<file path="src/hw/rtl/imts_pkg.sv">
// Shared types and constants for the I2C master transaction sequencer.
package imts_pkg;

    localparam int unsigned BUFFER_DEPTH_DEFAULT = 8;

    typedef enum logic [2:0] {
        OP_LOAD  = 3'd0,
        OP_WRITE = 3'd1,
        OP_READ  = 3'd2,
        OP_EVENT = 3'd3,
        OP_POP   = 3'd4
    } t_op;

    localparam logic [7:0] ST_START       = 8'h08;
    localparam logic [7:0] ST_REP_START   = 8'h10;
    localparam logic [7:0] ST_W_ADR_ACK   = 8'h18;
    localparam logic [7:0] ST_W_DATA_ACK  = 8'h28;
    localparam logic [7:0] ST_ARB_LOST    = 8'h38;
    localparam logic [7:0] ST_R_ADR_ACK   = 8'h40;
    localparam logic [7:0] ST_R_DATA_ACK  = 8'h50;
    localparam logic [7:0] ST_R_DATA_NACK = 8'h58;

    localparam logic [7:0] EMPTY_BYTE = 8'h88;

    typedef struct packed {
        logic write;
        logic enable;
        logic int_enable;
        logic clear_flag;
        logic start;
        logic stop;
        logic ack;
    } t_ctl;

endpackage

</file>
<file path="src/hw/rtl/i2c_master_transaction_sequencer_unit.sv">
// Top level of the I2C master transaction sequencer: command decode and bus event handling.
//
// Each input item is a command: load a transmit byte, start a write, start a read,
// report a bus status event, or pop a received byte. Each item produces exactly one
// result item carrying the control word for the bus engine, an optional transmit
// byte, the busy and has-data flags and the popped byte.
// Both channels use valid and stall; an item moves when valid is high and stall low.
// An accepted item is held in an input register, decoded combinationally and written to
// the result register together with the state update. One item is taken every cycle
// while the receiver does not stall; the transmit and receive stores are small RAMs
// whose registered read port is aligned with the result register.
// When the receiver stalls, the result holds and the input register keeps its item;
// the input stall rises only once both registers are full.
// Reset clears the counters, the busy flag and both valid flags. Store contents are
// not cleared; the user must see that an entry is only read after it has been written.
module i2c_master_transaction_sequencer_unit #(
    parameter int unsigned BUFFER_DEPTH = imts_pkg::BUFFER_DEPTH_DEFAULT
) (
    input  logic       i_clk,
    input  logic       i_rst_n,
    input  logic       i_in_valid,
    output logic       o_in_stall,
    input  logic [2:0] i_operation,
    input  logic [2:0] i_tx_index,
    input  logic [7:0] i_byte_value,
    input  logic [6:0] i_slave_address,
    input  logic [3:0] i_byte_count,
    input  logic [7:0] i_status_code,
    output logic       o_out_valid,
    input  logic       i_out_stall,
    output logic       o_ctl_write,
    output logic       o_ctl_enable,
    output logic       o_ctl_int_enable,
    output logic       o_ctl_clear_flag,
    output logic       o_ctl_start,
    output logic       o_ctl_stop,
    output logic       o_ctl_ack,
    output logic [7:0] o_tx_data,
    output logic       o_tx_data_valid,
    output logic       o_busy_res,
    output logic       o_has_data,
    output logic [7:0] o_read_byte
);

    localparam int unsigned AW = $clog2(BUFFER_DEPTH);
    localparam int unsigned CW = $clog2(BUFFER_DEPTH + 1);

    logic          r_in_valid;
    logic [2:0]    r_op;
    logic [2:0]    r_tx_index;
    logic [7:0]    r_byte;
    logic [6:0]    r_addr;
    logic [3:0]    r_count;
    logic [7:0]    r_status;

    logic [CW-1:0] r_tx_length;
    logic [CW-1:0] r_tx_position;
    logic [CW-1:0] r_rx_expected;
    logic [CW-1:0] r_rx_position;
    logic          r_busy;

    logic          r_out_valid;
    imts_pkg::t_ctl r_ctl;
    logic          r_tx_valid;
    logic          r_has_data;
    logic          r_rd_mem;
    logic          r_rd_empty;

    logic [CW-1:0] n_tx_length;
    logic [CW-1:0] n_tx_position;
    logic [CW-1:0] n_rx_expected;
    logic [CW-1:0] n_rx_position;
    logic          n_busy;
    imts_pkg::t_ctl n_ctl;
    logic          n_tx_valid;
    logic          n_rd_mem;
    logic          n_rd_empty;

    logic          advance;
    logic          fire;

    logic          tx_we;
    logic [AW-1:0] tx_waddr;
    logic [7:0]    tx_wdata;
    logic          tx_re;
    logic [AW-1:0] tx_raddr;
    logic [7:0]    tx_rdata;

    logic          rx_we;
    logic [AW-1:0] rx_waddr;
    logic          rx_re;
    logic [AW-1:0] rx_raddr;
    logic [7:0]    rx_rdata;

    logic [7:0]    load_pos;
    logic [7:0]    count_ext;
    logic [7:0]    count_clip;
    logic [CW-1:0] send_pos;
    logic [CW:0]   ack_next;

    assign advance    = !r_out_valid || !i_out_stall;
    assign fire       = r_in_valid && advance;
    assign o_in_stall = r_in_valid && !advance;

    always_ff @(posedge i_clk) begin
        if (!i_rst_n) begin
            r_in_valid <= 1'b0;
        end else if (!o_in_stall) begin
            r_in_valid <= i_in_valid;
        end
    end

    always_ff @(posedge i_clk) begin
        if (!o_in_stall && i_in_valid) begin
            r_op       <= i_operation;
            r_tx_index <= i_tx_index;
            r_byte     <= i_byte_value;
            r_addr     <= i_slave_address;
            r_count    <= i_byte_count;
            r_status   <= i_status_code;
        end
    end

    always_comb begin
        n_tx_length   = r_tx_length;
        n_tx_position = r_tx_position;
        n_rx_expected = r_rx_expected;
        n_rx_position = r_rx_position;
        n_busy        = r_busy;
        n_ctl         = '0;
        n_tx_valid    = 1'b0;
        n_rd_mem      = 1'b0;
        n_rd_empty    = 1'b0;
        tx_we         = 1'b0;
        tx_waddr      = '0;
        tx_wdata      = r_byte;
        tx_re         = 1'b0;
        tx_raddr      = '0;
        rx_we         = 1'b0;
        rx_waddr      = r_rx_position[AW-1:0];
        rx_re         = 1'b0;
        rx_raddr      = '0;
        load_pos      = {5'd0, r_tx_index} + 8'd1;
        count_ext     = {4'd0, r_count};
        count_clip    = count_ext;
        send_pos      = r_tx_position;
        ack_next      = '0;

        unique case (imts_pkg::t_op'(r_op))
            imts_pkg::OP_LOAD: begin
                if (load_pos < 8'(BUFFER_DEPTH)) begin
                    tx_we    = 1'b1;
                    tx_waddr = load_pos[AW-1:0];
                end
            end
            imts_pkg::OP_WRITE: begin
                tx_we    = 1'b1;
                tx_wdata = {r_addr, 1'b0};
                if (count_ext > 8'(BUFFER_DEPTH - 1)) begin
                    count_clip = 8'(BUFFER_DEPTH - 1);
                end
                n_tx_length = CW'(count_clip + 8'd1);
                n_ctl       = '{write: 1'b1, enable: 1'b1, int_enable: 1'b1,
                                clear_flag: 1'b1, start: 1'b1, default: 1'b0};
                n_busy      = 1'b1;
            end
            imts_pkg::OP_READ: begin
                tx_we    = 1'b1;
                tx_wdata = {r_addr, 1'b1};
                n_tx_length = CW'(1);
                if (count_ext > 8'(BUFFER_DEPTH)) begin
                    count_clip = 8'(BUFFER_DEPTH);
                end
                n_rx_expected = CW'(count_clip);
                n_ctl       = '{write: 1'b1, enable: 1'b1, int_enable: 1'b1,
                                clear_flag: 1'b1, start: 1'b1, default: 1'b0};
                n_busy      = 1'b1;
            end
            imts_pkg::OP_EVENT: begin
                unique case (r_status) inside
                    imts_pkg::ST_START, imts_pkg::ST_REP_START,
                    imts_pkg::ST_W_ADR_ACK, imts_pkg::ST_W_DATA_ACK: begin
                        if (r_status == imts_pkg::ST_START ||
                            r_status == imts_pkg::ST_REP_START) begin
                            send_pos = '0;
                        end
                        n_tx_position = send_pos;
                        if (send_pos < r_tx_length && send_pos < CW'(BUFFER_DEPTH)) begin
                            tx_re         = 1'b1;
                            tx_raddr      = send_pos[AW-1:0];
                            n_tx_valid    = 1'b1;
                            n_tx_position = send_pos + CW'(1);
                            n_ctl = '{write: 1'b1, enable: 1'b1, int_enable: 1'b1,
                                      clear_flag: 1'b1, default: 1'b0};
                        end else begin
                            n_ctl = '{write: 1'b1, enable: 1'b1, clear_flag: 1'b1,
                                      stop: 1'b1, default: 1'b0};
                            n_busy = 1'b0;
                        end
                    end
                    imts_pkg::ST_R_ADR_ACK: begin
                        n_rx_position = '0;
                        n_ctl = '{write: 1'b1, enable: 1'b1, int_enable: 1'b1,
                                  clear_flag: 1'b1, default: 1'b0};
                        n_ctl.ack = (r_rx_expected >= CW'(2));
                    end
                    imts_pkg::ST_R_DATA_ACK: begin
                        if (r_rx_position < CW'(BUFFER_DEPTH)) begin
                            rx_we         = 1'b1;
                            n_rx_position = r_rx_position + CW'(1);
                        end
                        ack_next = {1'b0, n_rx_position} + (CW + 1)'(1);
                        n_ctl = '{write: 1'b1, enable: 1'b1, int_enable: 1'b1,
                                  clear_flag: 1'b1, default: 1'b0};
                        n_ctl.ack = (ack_next < {1'b0, r_rx_expected});
                    end
                    imts_pkg::ST_R_DATA_NACK: begin
                        if (r_rx_position < CW'(BUFFER_DEPTH)) begin
                            rx_we         = 1'b1;
                            n_rx_position = r_rx_position + CW'(1);
                        end
                        n_ctl = '{write: 1'b1, enable: 1'b1, clear_flag: 1'b1,
                                  stop: 1'b1, default: 1'b0};
                        n_busy = 1'b0;
                    end
                    imts_pkg::ST_ARB_LOST: begin
                        n_ctl = '{write: 1'b1, enable: 1'b1, int_enable: 1'b1,
                                  clear_flag: 1'b1, start: 1'b1, default: 1'b0};
                    end
                    default: begin
                        n_ctl  = '{write: 1'b1, enable: 1'b1, default: 1'b0};
                        n_busy = 1'b0;
                    end
                endcase
            end
            imts_pkg::OP_POP: begin
                if (r_rx_position != '0) begin
                    n_rx_position = r_rx_position - CW'(1);
                    rx_re         = 1'b1;
                    rx_raddr      = n_rx_position[AW-1:0];
                    n_rd_mem      = 1'b1;
                end else begin
                    n_rd_empty = 1'b1;
                end
            end
            default: begin
            end
        endcase
    end

    always_ff @(posedge i_clk) begin
        if (!i_rst_n) begin
            r_tx_length   <= '0;
            r_tx_position <= '0;
            r_rx_expected <= '0;
            r_rx_position <= '0;
            r_busy        <= 1'b0;
            r_out_valid   <= 1'b0;
        end else begin
            if (fire) begin
                r_tx_length   <= n_tx_length;
                r_tx_position <= n_tx_position;
                r_rx_expected <= n_rx_expected;
                r_rx_position <= n_rx_position;
                r_busy        <= n_busy;
            end
            if (advance) begin
                r_out_valid <= r_in_valid;
            end
        end
    end

    always_ff @(posedge i_clk) begin
        if (fire) begin
            r_ctl      <= n_ctl;
            r_tx_valid <= n_tx_valid;
            r_has_data <= (n_rx_position != '0);
            r_rd_mem   <= n_rd_mem;
            r_rd_empty <= n_rd_empty;
        end
    end

    imts_ram #(
        .WIDTH (8),
        .DEPTH (BUFFER_DEPTH)
    ) u_tx_store (
        .i_clk   (i_clk),
        .i_we    (fire && tx_we),
        .i_waddr (tx_waddr),
        .i_wdata (tx_wdata),
        .i_re    (fire && tx_re),
        .i_raddr (tx_raddr),
        .o_rdata (tx_rdata)
    );

    imts_ram #(
        .WIDTH (8),
        .DEPTH (BUFFER_DEPTH)
    ) u_rx_store (
        .i_clk   (i_clk),
        .i_we    (fire && rx_we),
        .i_waddr (rx_waddr),
        .i_wdata (r_byte),
        .i_re    (fire && rx_re),
        .i_raddr (rx_raddr),
        .o_rdata (rx_rdata)
    );

    assign o_out_valid      = r_out_valid;
    assign o_ctl_write      = r_ctl.write;
    assign o_ctl_enable     = r_ctl.enable;
    assign o_ctl_int_enable = r_ctl.int_enable;
    assign o_ctl_clear_flag = r_ctl.clear_flag;
    assign o_ctl_start      = r_ctl.start;
    assign o_ctl_stop       = r_ctl.stop;
    assign o_ctl_ack        = r_ctl.ack;
    assign o_tx_data        = r_tx_valid ? tx_rdata : 8'd0;
    assign o_tx_data_valid  = r_tx_valid;
    assign o_busy_res       = r_busy;
    assign o_has_data       = r_has_data;
    assign o_read_byte      = r_rd_mem ? rx_rdata :
                              (r_rd_empty ? imts_pkg::EMPTY_BYTE : 8'd0);

endmodule

</file>
<file path="src/hw/rtl/imts_ram.sv">
// Generic single write port RAM with a registered, enabled read port.
module imts_ram #(
    parameter int unsigned WIDTH = 8,
    parameter int unsigned DEPTH = imts_pkg::BUFFER_DEPTH_DEFAULT
) (
    input  logic                       i_clk,
    input  logic                       i_we,
    input  logic [$clog2(DEPTH)-1:0]   i_waddr,
    input  logic [WIDTH-1:0]           i_wdata,
    input  logic                       i_re,
    input  logic [$clog2(DEPTH)-1:0]   i_raddr,
    output logic [WIDTH-1:0]           o_rdata
);

    logic [WIDTH-1:0] r_mem [DEPTH];
    logic [WIDTH-1:0] r_rdata;

    always_ff @(posedge i_clk) begin
        if (i_we) begin
            r_mem[i_waddr] <= i_wdata;
        end
        if (i_re) begin
            r_rdata <= r_mem[i_raddr];
        end
    end

    assign o_rdata = r_rdata;

endmodule
</file>
<file path="config.mk">
export PLATFORM = sky130hd
export DESIGN_NAME = i2c_master_transaction_sequencer_unit
export DESIGN_NICKNAME = d
export VERILOG_FILES = /design/src/hw/rtl/imts_pkg.sv /design/src/hw/rtl/i2c_master_transaction_sequencer_unit.sv /design/src/hw/rtl/imts_ram.sv
export SDC_FILE = /design/constraint.sdc
export NUM_CORES = 1
export LEC_CHECK = 0
export BUFFER_PORTS_ARGS = -buffer_cell sky130_fd_sc_hd__buf_2
export CAP_MARGIN = 20
export CORE_MARGIN = 2
export CORE_UTILIZATION = 64
export CTS_CLUSTER_SIZE = 20
export DETAILED_ROUTE_END_ITERATION = 6
export PLACE_DENSITY_LB_ADDON = 0.15
export SETUP_SLACK_MARGIN = 0.5
export SLEW_MARGIN = 20
export SYNTH_ARGS = -nofsm -noshare
export SYNTH_HDL_FRONTEND = slang
export SYNTH_SLANG_ARGS = --single-unit
</file>
<file path="constraint.sdc">
create_clock -name i_clk -period 7.2 [get_ports i_clk]
set_clock_uncertainty 0.1 [all_clocks]
set_input_delay 1.44 -clock i_clk [delete_from_list [all_inputs] [get_ports i_clk]]
set_output_delay 1.44 -clock i_clk [all_outputs]
set_load 0.005 [all_outputs]
</file>
# Word level (Yosys, flattened, before mapping)
# Memories as Yosys holds them, arrays and structs flattened. A register that Yosys moved wholly into a read port is not among the register bits.
# Cells that the tools add are included.
[classes]
n_reduce_logical = 27
magnitude_cmp = 8
n_eq_ne = 14
add_sub_neg = 6
mux = 46
[ops]
columns = ["cell", "count"]
rows = [
  ["$mux 4", 11],
  ["$pmux 7 s5", 1],
  ["$eq 8x7->1 const B", 3],
  ["$mux 8", 3],
  ["$mux 3", 7],
  ["$eq 8x5->1 const B", 2],
  ["$eq 8x6->1 const B", 2],
  ["$pmux 4 s2", 2],
  ["$pmux 8 s2", 1],
  ["$mux 1", 15],
  ["$pmux 7 s2", 1],
  ["$add 4x1->4 const B", 3],
  ["$lt 4x4->1 const B", 3],
  ["$pmux 4 s3", 1],
  ["$eq 8x4->1 const B", 1],
  ["$logic_and 1x1->1", 8],
  ["$reduce_bool 4->1", 2],
  ["$eq 3x2->1 const B", 2],
  ["$pmux 1 s2", 3],
  ["$add 4x1->5 const B", 1],
  ["$lt 5x4->1", 1],
  ["$mux 5", 1],
  ["$add 3x1->4 const B", 1],
  ["$ge 4x2->1 const B", 1],
  ["18 further kinds", 25],
]
[totals]
mem_bits_rw = 128
inputBits = 37
regBits = 63
elab_cells = 127
n_memories = 2
[mem_list]
columns = ["name", "words", "word_bits", "rd", "rd_ports_with_merged_regs", "write_ports", "line_no", "text"]
rows = [
  ["u_rx_store.r_mem", 8, 8, 1, 1, 1, "imts_ram.sv:15", "logic [WIDTH-1:0] r_mem [DEPTH];"],
  ["u_tx_store.r_mem", 8, 8, 1, 1, 1, "imts_ram.sv:15", ""],
]

# Longest topological paths before layout
# Gate-level depths: netlist of run 1.
[logic_depth]
ltp_word = 11
mapped_depth = 16
depth_no_buf = 13

# By module
# Synthesis of run 1 repeated with hierarchy kept, for this count alone.
[hier_totals]
hier_cells = 556
hier_area_um2 = 8904.8
[by_module_without_submodules]
columns = ["module", "area_per_inst_um2", "instances", "cells_each", "seq_area_each_um2"]
rows = [
  ["imts_ram", 2771.4, 2, 114, 2162.1],
  ["i2c_master_transaction_sequencer_unit", 3362.0, 1, 328, 1671.6],
]

# Least setup slack after synthesis of run 1
# Ideal clock, no wire load.
[synth_path]
path_type = "register to register"
start = "register r_status[1]"
end = "register u_tx_store.r_rdata[6] (netlist: u_tx_store.o_rdata[6]) (read register of u_tx_store.r_mem), data pin"
setup_ps = 261
arrival_ps = 3828
stages_incl_launch_ff = 16
setup_slack_ps = 3011
synth_period_minus_slack_ps = 4189
t_required_ps = 6839
n_path_buf = 2
path_cell_list = "edfxtp_1 nor4_2 nand3_1 and2_1 ha_1 nor3b_1 a21oi_1 a31oi_4 inv_2 buf_2 ha_1 clkbuf_1 nand2_1 mux2i_1 a31oi_1 a221o_1"
[synth_via]
elab_chain_cells = 11
word_cells_on_any_way = 19
classes_between = "order compare: 2; eq/ne: 4; mux: 9; reduce/logical: 4"
[synth_lines]
columns = ["item", "line_no", "text"]
rows = [
  ["from (decl)", "i2c_master_transaction_sequencer_unit.sv:54", "logic [7:0] r_status;"],
  ["from (signal assigned)", "i2c_master_transaction_sequencer_unit.sv:120", "r_status <= i_status_code;"],
  ["$eq 8x4->1 / $eq 8x5->1 (equally long branches)", "i2c_master_transaction_sequencer_unit.sv:183, i2c_master_transaction_sequencer_unit.sv:184", ""],
  ["$logic_or 1x1->1", "i2c_master_transaction_sequencer_unit.sv:183", "if (r_status == imts_pkg::ST_START ||"],
  ["$mux 4", "i2c_master_transaction_sequencer_unit.sv:183", ""],
  ["$mux 4", "i2c_master_transaction_sequencer_unit.sv:180", "unique case (r_status) inside"],
  ["$mux 4", "i2c_master_transaction_sequencer_unit.sv:149", "unique case (imts_pkg::t_op'(r_op))"],
  ["$lt 4x4->1", "i2c_master_transaction_sequencer_unit.sv:188", "if (send_pos < r_tx_length && send_pos < CW'(BUFFER_DEPTH)) begin"],
  ["$logic_and 1x1->1", "i2c_master_transaction_sequencer_unit.sv:188", ""],
  ["$mux 1", "i2c_master_transaction_sequencer_unit.sv:188", ""],
  ["$mux 1", "i2c_master_transaction_sequencer_unit.sv:180", ""],
  ["$mux 1", "i2c_master_transaction_sequencer_unit.sv:149", ""],
  ["$logic_and 1x1->1", "i2c_master_transaction_sequencer_unit.sv:291", ".i_re (fire && tx_re),"],
  ["to (decl)", "imts_ram.sv:16", "logic [WIDTH-1:0] r_rdata;"],
]
# Parallel ways exist; a longest one is shown, timed or not. The select of a mux whose other input is x is not followed.
# A chain may end at the register's enable or synchronous reset.

# Worst setup path after layout of run 1
# Same ends and word-level chain as after synthesis.

==> results.sh, run 1 <==
export IMPL_die_y_um=121
export IMPL_critPathTopFamily="simple AND/OR/NAND/NOR gates"
export IMPL_setup_viol=0
export IMPL_clock_latency_ns=0.48
export IMPL_hold_class="reg2reg"
export IMPL_drc=0
export IMPL_grt_max_degree=34
export IMPL_num_fill_cells=843
export IMPL_synth_edff_count=187
export IMPL_first_iter_violations=565
export IMPL_met2_usage=0.440
export IMPL_viasPerCell=6.18
export IMPL_synth_top_family_by_area="simple AND/OR/NAND/NOR gates"
export IMPL_initial_utilization=0.658
export IMPL_worstPathCellList="nor4_2, nand3_1, and2_1, ha_1, nor3b_1, a21oi_1, a31oi_4, inv_2, ha_1, buf_4, nand2_1, mux2i_1, a31oi_1, a221o_1"
export IMPL_final_area_sq_um=9940
export IMPL_final_core_util=0.745
export IMPL_syn_area_sq_um=8790
export IMPL_routed_wl_um=18200
export IMPL_ios=65
export IMPL_avgSynthCellArea_sq_um=15.1
export IMPL_synth_top_flop_cell="edfxtp_1"
export IMPL_top_usage_layer="met2"
export IMPL_outcome="completed"
export IMPL_max_clock_freq_mhz=203
export IMPL_synth_simple_area_share=0.0967
export IMPL_ys_ff_latch=206
export IMPL_grt_usage=0.257
export IMPL_cts_root_buf="clkbuf_16"
export IMPL_postCtsSetupBuffers=0
export IMPL_max_stage_delay_ns=0.64
export IMPL_antennaDiodeCount=0
export IMPL_dp_final_hpwl_um=11900
export IMPL_layout_drive_gt1_share=0.230
export IMPL_ant_nets=0
export IMPL_syn_inst=582
export IMPL_synthAdderAreaFrac=0.0185
export IMPL_worst_path_most_repeated_cell="ha_1"
export IMPL_peakVddDrop_uv=204
export IMPL_grt_use_met3=0.0343
export IMPL_synth_fp_nets=632
export IMPL_drv_cap=0
export IMPL_die_area_sq_um=14700
export IMPL_synthMuxAreaShare=0.0923
export IMPL_power_density_nw_per_um2=251
export IMPL_synth_xor_area_frac=0.00997
export IMPL_ys_seq_area_frac=0.682
export IMPL_final_min_clock_period_ns=4.94
export IMPL_core_area_sq_um=13300
export IMPL_dpl_cell_area_sq_um=9280
export IMPL_rsz0062_at_grt="no"
export IMPL_layout_cells_non_filler=842
export IMPL_critPathArrivalTime_ns=5.07
export IMPL_cts_tree="done"
export IMPL_grt_antenna_before_repair=0
export IMPL_worstSetupPathType="reg2reg"
export IMPL_fin_nets=702
export IMPL_grtUsageMet1=0.356
export IMPL_syn_to_final_growth_pct=13.2
export IMPL_drv_slew=0
export IMPL_wl_per_cell_um=21.6
export IMPL_vias=5205
export IMPL_htree_levels=1
export IMPL_cp_max_fo=33
export IMPL_finalPower_uw=2500
export IMPL_cp_start_kind="flop"
export IMPL_leakage_uw=0.00346
export IMPL_ys_async_sr_fraction=0
export IMPL_ctsHoldBuffers=0
export IMPL_cts_buffer_depth=3
export IMPL_cp_slowest_cell="nor4_2"
export IMPL_cts_clk_slew_worst_paths_ns=0.06
export IMPL_place_inst=804
export IMPL_fin_setup_tns_ns=0
export IMPL_clock_sinks=206
export IMPL_overflow=0
export IMPL_yosysWarnings=0
export IMPL_cts_resized=0
export IMPL_cts_buffers=21
export IMPL_grt_pass1_vias=5162
export IMPL_synthDistinctLibCells=63
export IMPL_gp_congestion=0.874
export IMPL_die_w_um=121
export IMPL_required_ns=7.33
export IMPL_crit_buf_inv=2
export IMPL_dr_pass1_iters=5
export IMPL_slew_headroom=0.292
export IMPL_hold_violations=0
export IMPL_io_buffers=64
export IMPL_endpoint_kind="flop"
export IMPL_rows=42
export IMPL_synth_compound_area_frac=0.0806
export IMPL_finalCritPeriodShare=0.686
export IMPL_tightest_slew_ns=1.06
export IMPL_grt_pass1_wl_um=28300
-- cell usage after synthesis, types with 2 or more instances --
| cell | number | area, sq um |
|---|---|---|
| or2_2 | 5 | 31.3 |
| o31ai_1 | 3 | 22.5 |
| a221o_1 | 8 | 80.1 |
| nand2_1 | 33 | 124 |
| nor2b_1 | 18 | 113 |
| nand2b_1 | 4 | 25.0 |
| ha_1 | 13 | 163 |
| nor3_1 | 7 | 35.0 |
| edfxtp_1 | 187 | 5620 |
| a21boi_1 | 3 | 22.5 |
| o21ai_0 | 12 | 60.1 |
| and2_1 | 24 | 150 |
| nand4_1 | 4 | 25.0 |
| mux2_2 | 24 | 270 |
| mux2i_1 | 18 | 180 |
| o22ai_1 | 4 | 25.0 |
| a21oi_1 | 23 | 115 |
| clkbuf_1 | 16 | 60.1 |
| a31oi_1 | 16 | 100 |
| nor2_1 | 22 | 82.6 |
| mux4_2 | 16 | 360 |
| xnor2_1 | 8 | 70.1 |
| and3_1 | 4 | 25.0 |
| o211a_1 | 3 | 30.0 |
| a211oi_1 | 11 | 82.6 |
| inv_1 | 15 | 56.3 |
| o2111a_1 | 2 | 22.5 |
| and4_1 | 2 | 17.5 |
| o21a_1 | 2 | 15.0 |
| dfxtp_1 | 19 | 380 |
| or3_1 | 2 | 12.5 |
| nor3b_1 | 6 | 45.0 |
| xor2_1 | 2 | 17.5 |
| o32ai_1 | 2 | 17.5 |
| nand3_1 | 12 | 60.1 |
| buf_2 | 5 | 25.0 |
-- state kept, by name, summed over array words and instances, names as in the netlist, 3 cells and up --
signal              flops
r_addr                  7
r_byte                  8
r_count                 4
r_op                    3
r_rx_expected           4
r_rx_position           4
r_status                8
r_tx_index              3
r_tx_length             4
r_tx_position           4
u_rx_store.o_rdata      8
u_rx_store.r_mem       64
u_tx_store.o_rdata      8
u_tx_store.r_mem       64
-- cell usage in the layout (no fill, tap or decap), types with 5 or more instances in the layout --
| master | instances |
|---|---|
| a211oi_1 | 11 |
| a21oi_1 | 23 |
| a221o_1 | 8 |
| a31oi_1 | 16 |
| and2_1 | 24 |
| buf_2 | 64 |
| buf_4 | 6 |
| clkbuf_1 | 12 |
| clkbuf_16 | 21 |
| dfxtp_1 | 19 |
| edfxtp_1 | 187 |
| ha_1 | 13 |
| inv_1 | 15 |
| mux2_2 | 24 |
| mux2i_1 | 18 |
| mux4_2 | 16 |
| nand2_1 | 32 |
| nand3_1 | 12 |
| nor2_1 | 21 |
| nor2b_1 | 17 |
| nor3_1 | 5 |
| nor3b_1 | 6 |
| o21ai_0 | 12 |
| or2_2 | 5 |
| xnor2_1 | 8 |
-- layer usage --
metal	vias up	wire (um)
met5	-	0
met4	0	338
met3	30	1070
met2	222	9280
met1	2554	7510
li1	2399	-
-- worst min-delay path, cell delays in order, from the launching register on --
cell and delay, ns:
dfxtp_1 0.33, nand2_1 0.07, a21boi_1 0.05
-- logic make-up after synthesis --
group,after synthesis
flip-flops,206
XOR/XNOR,10
AND/OR/NAND/NOR,154
adder cells (fa/ha/maj),13
buffers and inverters,41
multiplexers,58
AO/OA/AOI/OAI,100
-- final timing paths --
kind	startpoint	to	slack, ns	cells after the start
max reg2reg	r_status[1]	u_tx_store.o_rdata[6]	2.26	14
min	r_tx_position[0]	r_tx_position[0]	0.40	2
min reg2reg	r_tx_position[0]	r_tx_position[0]	0.40	2
max	r_status[1]	u_tx_store.o_rdata[6]	2.26	14
-- metrics by stage --
stage | worst slack (ns) | hold slack, ns
floorplan | 3.01 | 0.347
global placement | 2.81 | 0.374
detailed placement | 2.35 | 0.381
CTS | 2.35 | 0.391
global route | 1.97 | 0.413
finish | 2.26 | 0.396
-- power breakdown --
part           switching (uW)  total [uW]  internal [uW]  leakage [uW]
combinational            76.1         133           57.0       0.00129
clock                     409        1010            600      0.000302
sequential               24.8        1360           1330       0.00187
-- final cells by class --
cell class	count	area [sq um]	area share
clock buffers	35	598	0.0602
repair buffers	71	385	0.0388
clock inverters	2	37.5	0.00378
flip-flops and latches	206	6000	0.603
inverters	17	63.8	0.00642
multi-input cells	335	2640	0.266
well taps	176	220	0.0221
Power figures use the tool's default switching activity.
==> run 2: changes to the inputs <==
--- a/config.mk
+++ b/config.mk
@@ -8,7 +8,7 @@
 export BUFFER_PORTS_ARGS = -buffer_cell sky130_fd_sc_hd__buf_2
 export CAP_MARGIN = 20
 export CORE_MARGIN = 2
-export CORE_UTILIZATION = 64
+export CORE_UTILIZATION = 60
 export CTS_CLUSTER_SIZE = 20
 export DETAILED_ROUTE_END_ITERATION = 6
 export PLACE_DENSITY_LB_ADDON = 0.15
==> constraint.sdc (replaced) <==
create_clock -name i_clk -period 4.9 [get_ports i_clk]
set_clock_uncertainty 0.1 [all_clocks]
set_input_delay 0.98 -clock i_clk [delete_from_list [all_inputs] [get_ports i_clk]]
set_output_delay 0.98 -clock i_clk [all_outputs]
set_load 0.005 [all_outputs]
==> results.sh, run 2 (synthesis gave the netlist of run 1 again) <==
export IMPL_cp_start_kind="flop"
export IMPL_layout_drive_gt1_share=0.237
export IMPL_dr_wl_met2_um=8550
export IMPL_final_core_util=0.695
export IMPL_place_inst=814
export IMPL_layout_cells_non_filler=855
export IMPL_overflow=0
export IMPL_io_buffers=64
export IMPL_cts_root_buf="clkbuf_16"
export IMPL_required_ns=5.04
export IMPL_multi_input_area_sq_um=2650
export IMPL_rr_endpoint="u_tx_store.o_rdata[2]"
export IMPL_final_common_cell="edfxtp_1"
export IMPL_cp_slowest_cell="edfxtp_1"
export IMPL_max_clock_freq_mhz=244
export IMPL_htree_levels=1
export IMPL_p_sw_frac=0.204
export IMPL_leakage_uw=0.00351
export IMPL_antennaDiodeCount=0
export IMPL_outcome="completed"
export IMPL_drc=0
export IMPL_p_clk_frac=0.421
export IMPL_max_stage_delay_ns=0.54
export IMPL_clock_latency_ns=0.49
export IMPL_cp_max_fo=20
export IMPL_finalCritPeriodShare=0.836
export IMPL_power_density_nw_per_um2=376
export IMPL_die_area_sq_um=15600
export IMPL_viasPerCell=6.10
export IMPL_ant_nets=0
export IMPL_grt_max_degree=34
export IMPL_fin_nets=705
export IMPL_cts_tree="done"
export IMPL_largestRegisters="u_rx_store.r_mem: 64 flops, u_tx_store.r_mem: 64 flops"
export IMPL_seqCellArea_sq_um=6000
export IMPL_drv_slew=0
export IMPL_rsz0062_at_grt="no"
export IMPL_cts_buffers=22
export IMPL_worstSetupPathType="reg2reg"
export IMPL_core_area_sq_um=14400
export IMPL_hold_class="reg2reg"
export IMPL_ios=65
export IMPL_vias=5215
export IMPL_r2r_setup_slack_ns=0.81
export IMPL_grt_antenna_before_repair=0
export IMPL_rows=44
export IMPL_tightest_slew_ns=1.05
export IMPL_first_iter_violations=393
export IMPL_drv_cap=0
export IMPL_die_y_um=125
export IMPL_hold_violations=0
export IMPL_syn_to_final_growth_pct=14.2
export IMPL_p_seq_frac=0.528
export IMPL_final_min_clock_period_ns=4.09
export IMPL_endpoint_kind="flop"
export IMPL_num_fill_cells=968
export IMPL_peakVddDrop_uv=278
export IMPL_internal_power_uw=3000
export IMPL_power_switching_uw=771
export IMPL_wl_met1_um=8000
export IMPL_crit_path_end="u_tx_store.o_rdata[2]"
export IMPL_grt_usage=0.233
export IMPL_grt_pass1_vias=5258
export IMPL_wl_met3_um=881
export IMPL_dr_pass1_iters=5
export IMPL_wl_per_cell_um=20.8
export IMPL_slew_headroom=0.299
export IMPL_power_frac_comb=0.051
export IMPL_final_cell_mix="187 x edfxtp_1, 64 x buf_2, 33 x nand2_1"
export IMPL_die_w_um=125
export IMPL_cts_buffer_depth=3
export IMPL_crit_reg2reg_launch="r_status[4]"
export IMPL_initial_utilization=0.609
export IMPL_routed_wl_um=17800
export IMPL_grt_pass1_wl_um=28200
export IMPL_clock_sinks=206
export IMPL_dp_final_hpwl_um=11800
export IMPL_fin_setup_tns_ns=0
export IMPL_crit_path_start="r_status[4]"
export IMPL_worstPathCellList="xor2_1, nand3_1, and2_1, ha_1, a21o_1, a21oi_1, a31oi_4, inv_2, ha_1, buf_4, nor2b_1, a211oi_1, a21oi_1, a221o_1"
export IMPL_setup_viol=0
export IMPL_r2r_cells=14
export IMPL_cts_clk_slew_worst_paths_ns=0.06
export IMPL_critPathArrivalTime_ns=4.23
export IMPL_gp_congestion=0.901
export IMPL_top_layer="met4"
[run 2: cell count changes in the layout (fill, tap and decap cells not counted), moves of 2 or more]
cell | before | now
clkbuf_8 | 2 | 0
clkbuf_1 | 12 | 6
clkinv_1 | 1 | 5
clkinv_2 | 0 | 3
clkbuf_16 | 21 | 23
buf_4 | 6 | 9
[run 2: worst min path at each step]
| stage | end | cells past startpoint | from |
|---|---|---|---|
| CTS | r_tx_position[0] | 2 | r_tx_position[0] |
| global route | r_tx_position[0] | 2 | r_tx_position[0] |
| floorplan | r_tx_position[0] | 2 | r_tx_position[0] |
| detailed placement | r_tx_position[0] | 2 | r_tx_position[0] |
| finish | r_tx_position[0] | 2 | r_tx_position[0] |
| global placement | r_tx_position[0] | 2 | r_tx_position[0] |
[run 2: layout make-up]
type,count,share of cell area
Clock buffer,29,0.0596
Clock inverter,11,0.0106
Inverter,17,0.00636
Multi-Input combinational cell,335,0.264
Sequential cell,206,0.598
Tap cell,184,0.0230
Timing Repair Buffer,73,0.0387
[run 2: timing repair]
action	4_1_cts	5_1_grt
buffers inserted	0	1
pin swaps	0	1
resized for setup	1	0
setup endpoints to repair	5	8
hold buffers	0	0
[run 2: stage by stage]
| step | hold slack, ns | instance area (sq um) | power (uW) | worst slack, ns |
|---|---|---|---|---|
| after global routing | 0.427 | 10000 | 3890 | 0.544 |
| after detailed placement | 0.390 | 9300 | 2220 | 0.467 |
| after CTS | 0.401 | 10000 | 3800 | 0.634 |
| final | 0.403 | 10000 | 3770 | 0.805 |
| after global placement | 0.380 | 9300 | 2210 | 0.780 |
| after floorplan | 0.347 | 8790 | 2150 | 0.711 |
[run 2: per-layer routing]
layer  up-vias  global-route usage
met5         -                   0
met4         0              0.0641
met3        32              0.0419
met2       173               0.371
met1      2583               0.339
li1       2427                   -
[run 2: power groups by stage]
stage	Clock (uW)	Sequential, uW	Combinational (uW)
3_5_place_dp	0	2030	190
6_report	1590	1990	193
2_1_floorplan	0	2010	139
4_1_cts	1610	1990	193
3_3_place_gp	0	2030	184
5_1_grt	1680	2000	215
[run 2: worst max-delay path, delay by kind of cell (launching register included)]
kind | cells | cell delay (ns)
flops | 1 | 0.54
compound gates | 6 | 1.32
simple gates | 3 | 0.55
xor+xnor | 1 | 0.26
fa+ha+maj | 2 | 0.54
buf+inv | 2 | 0.52
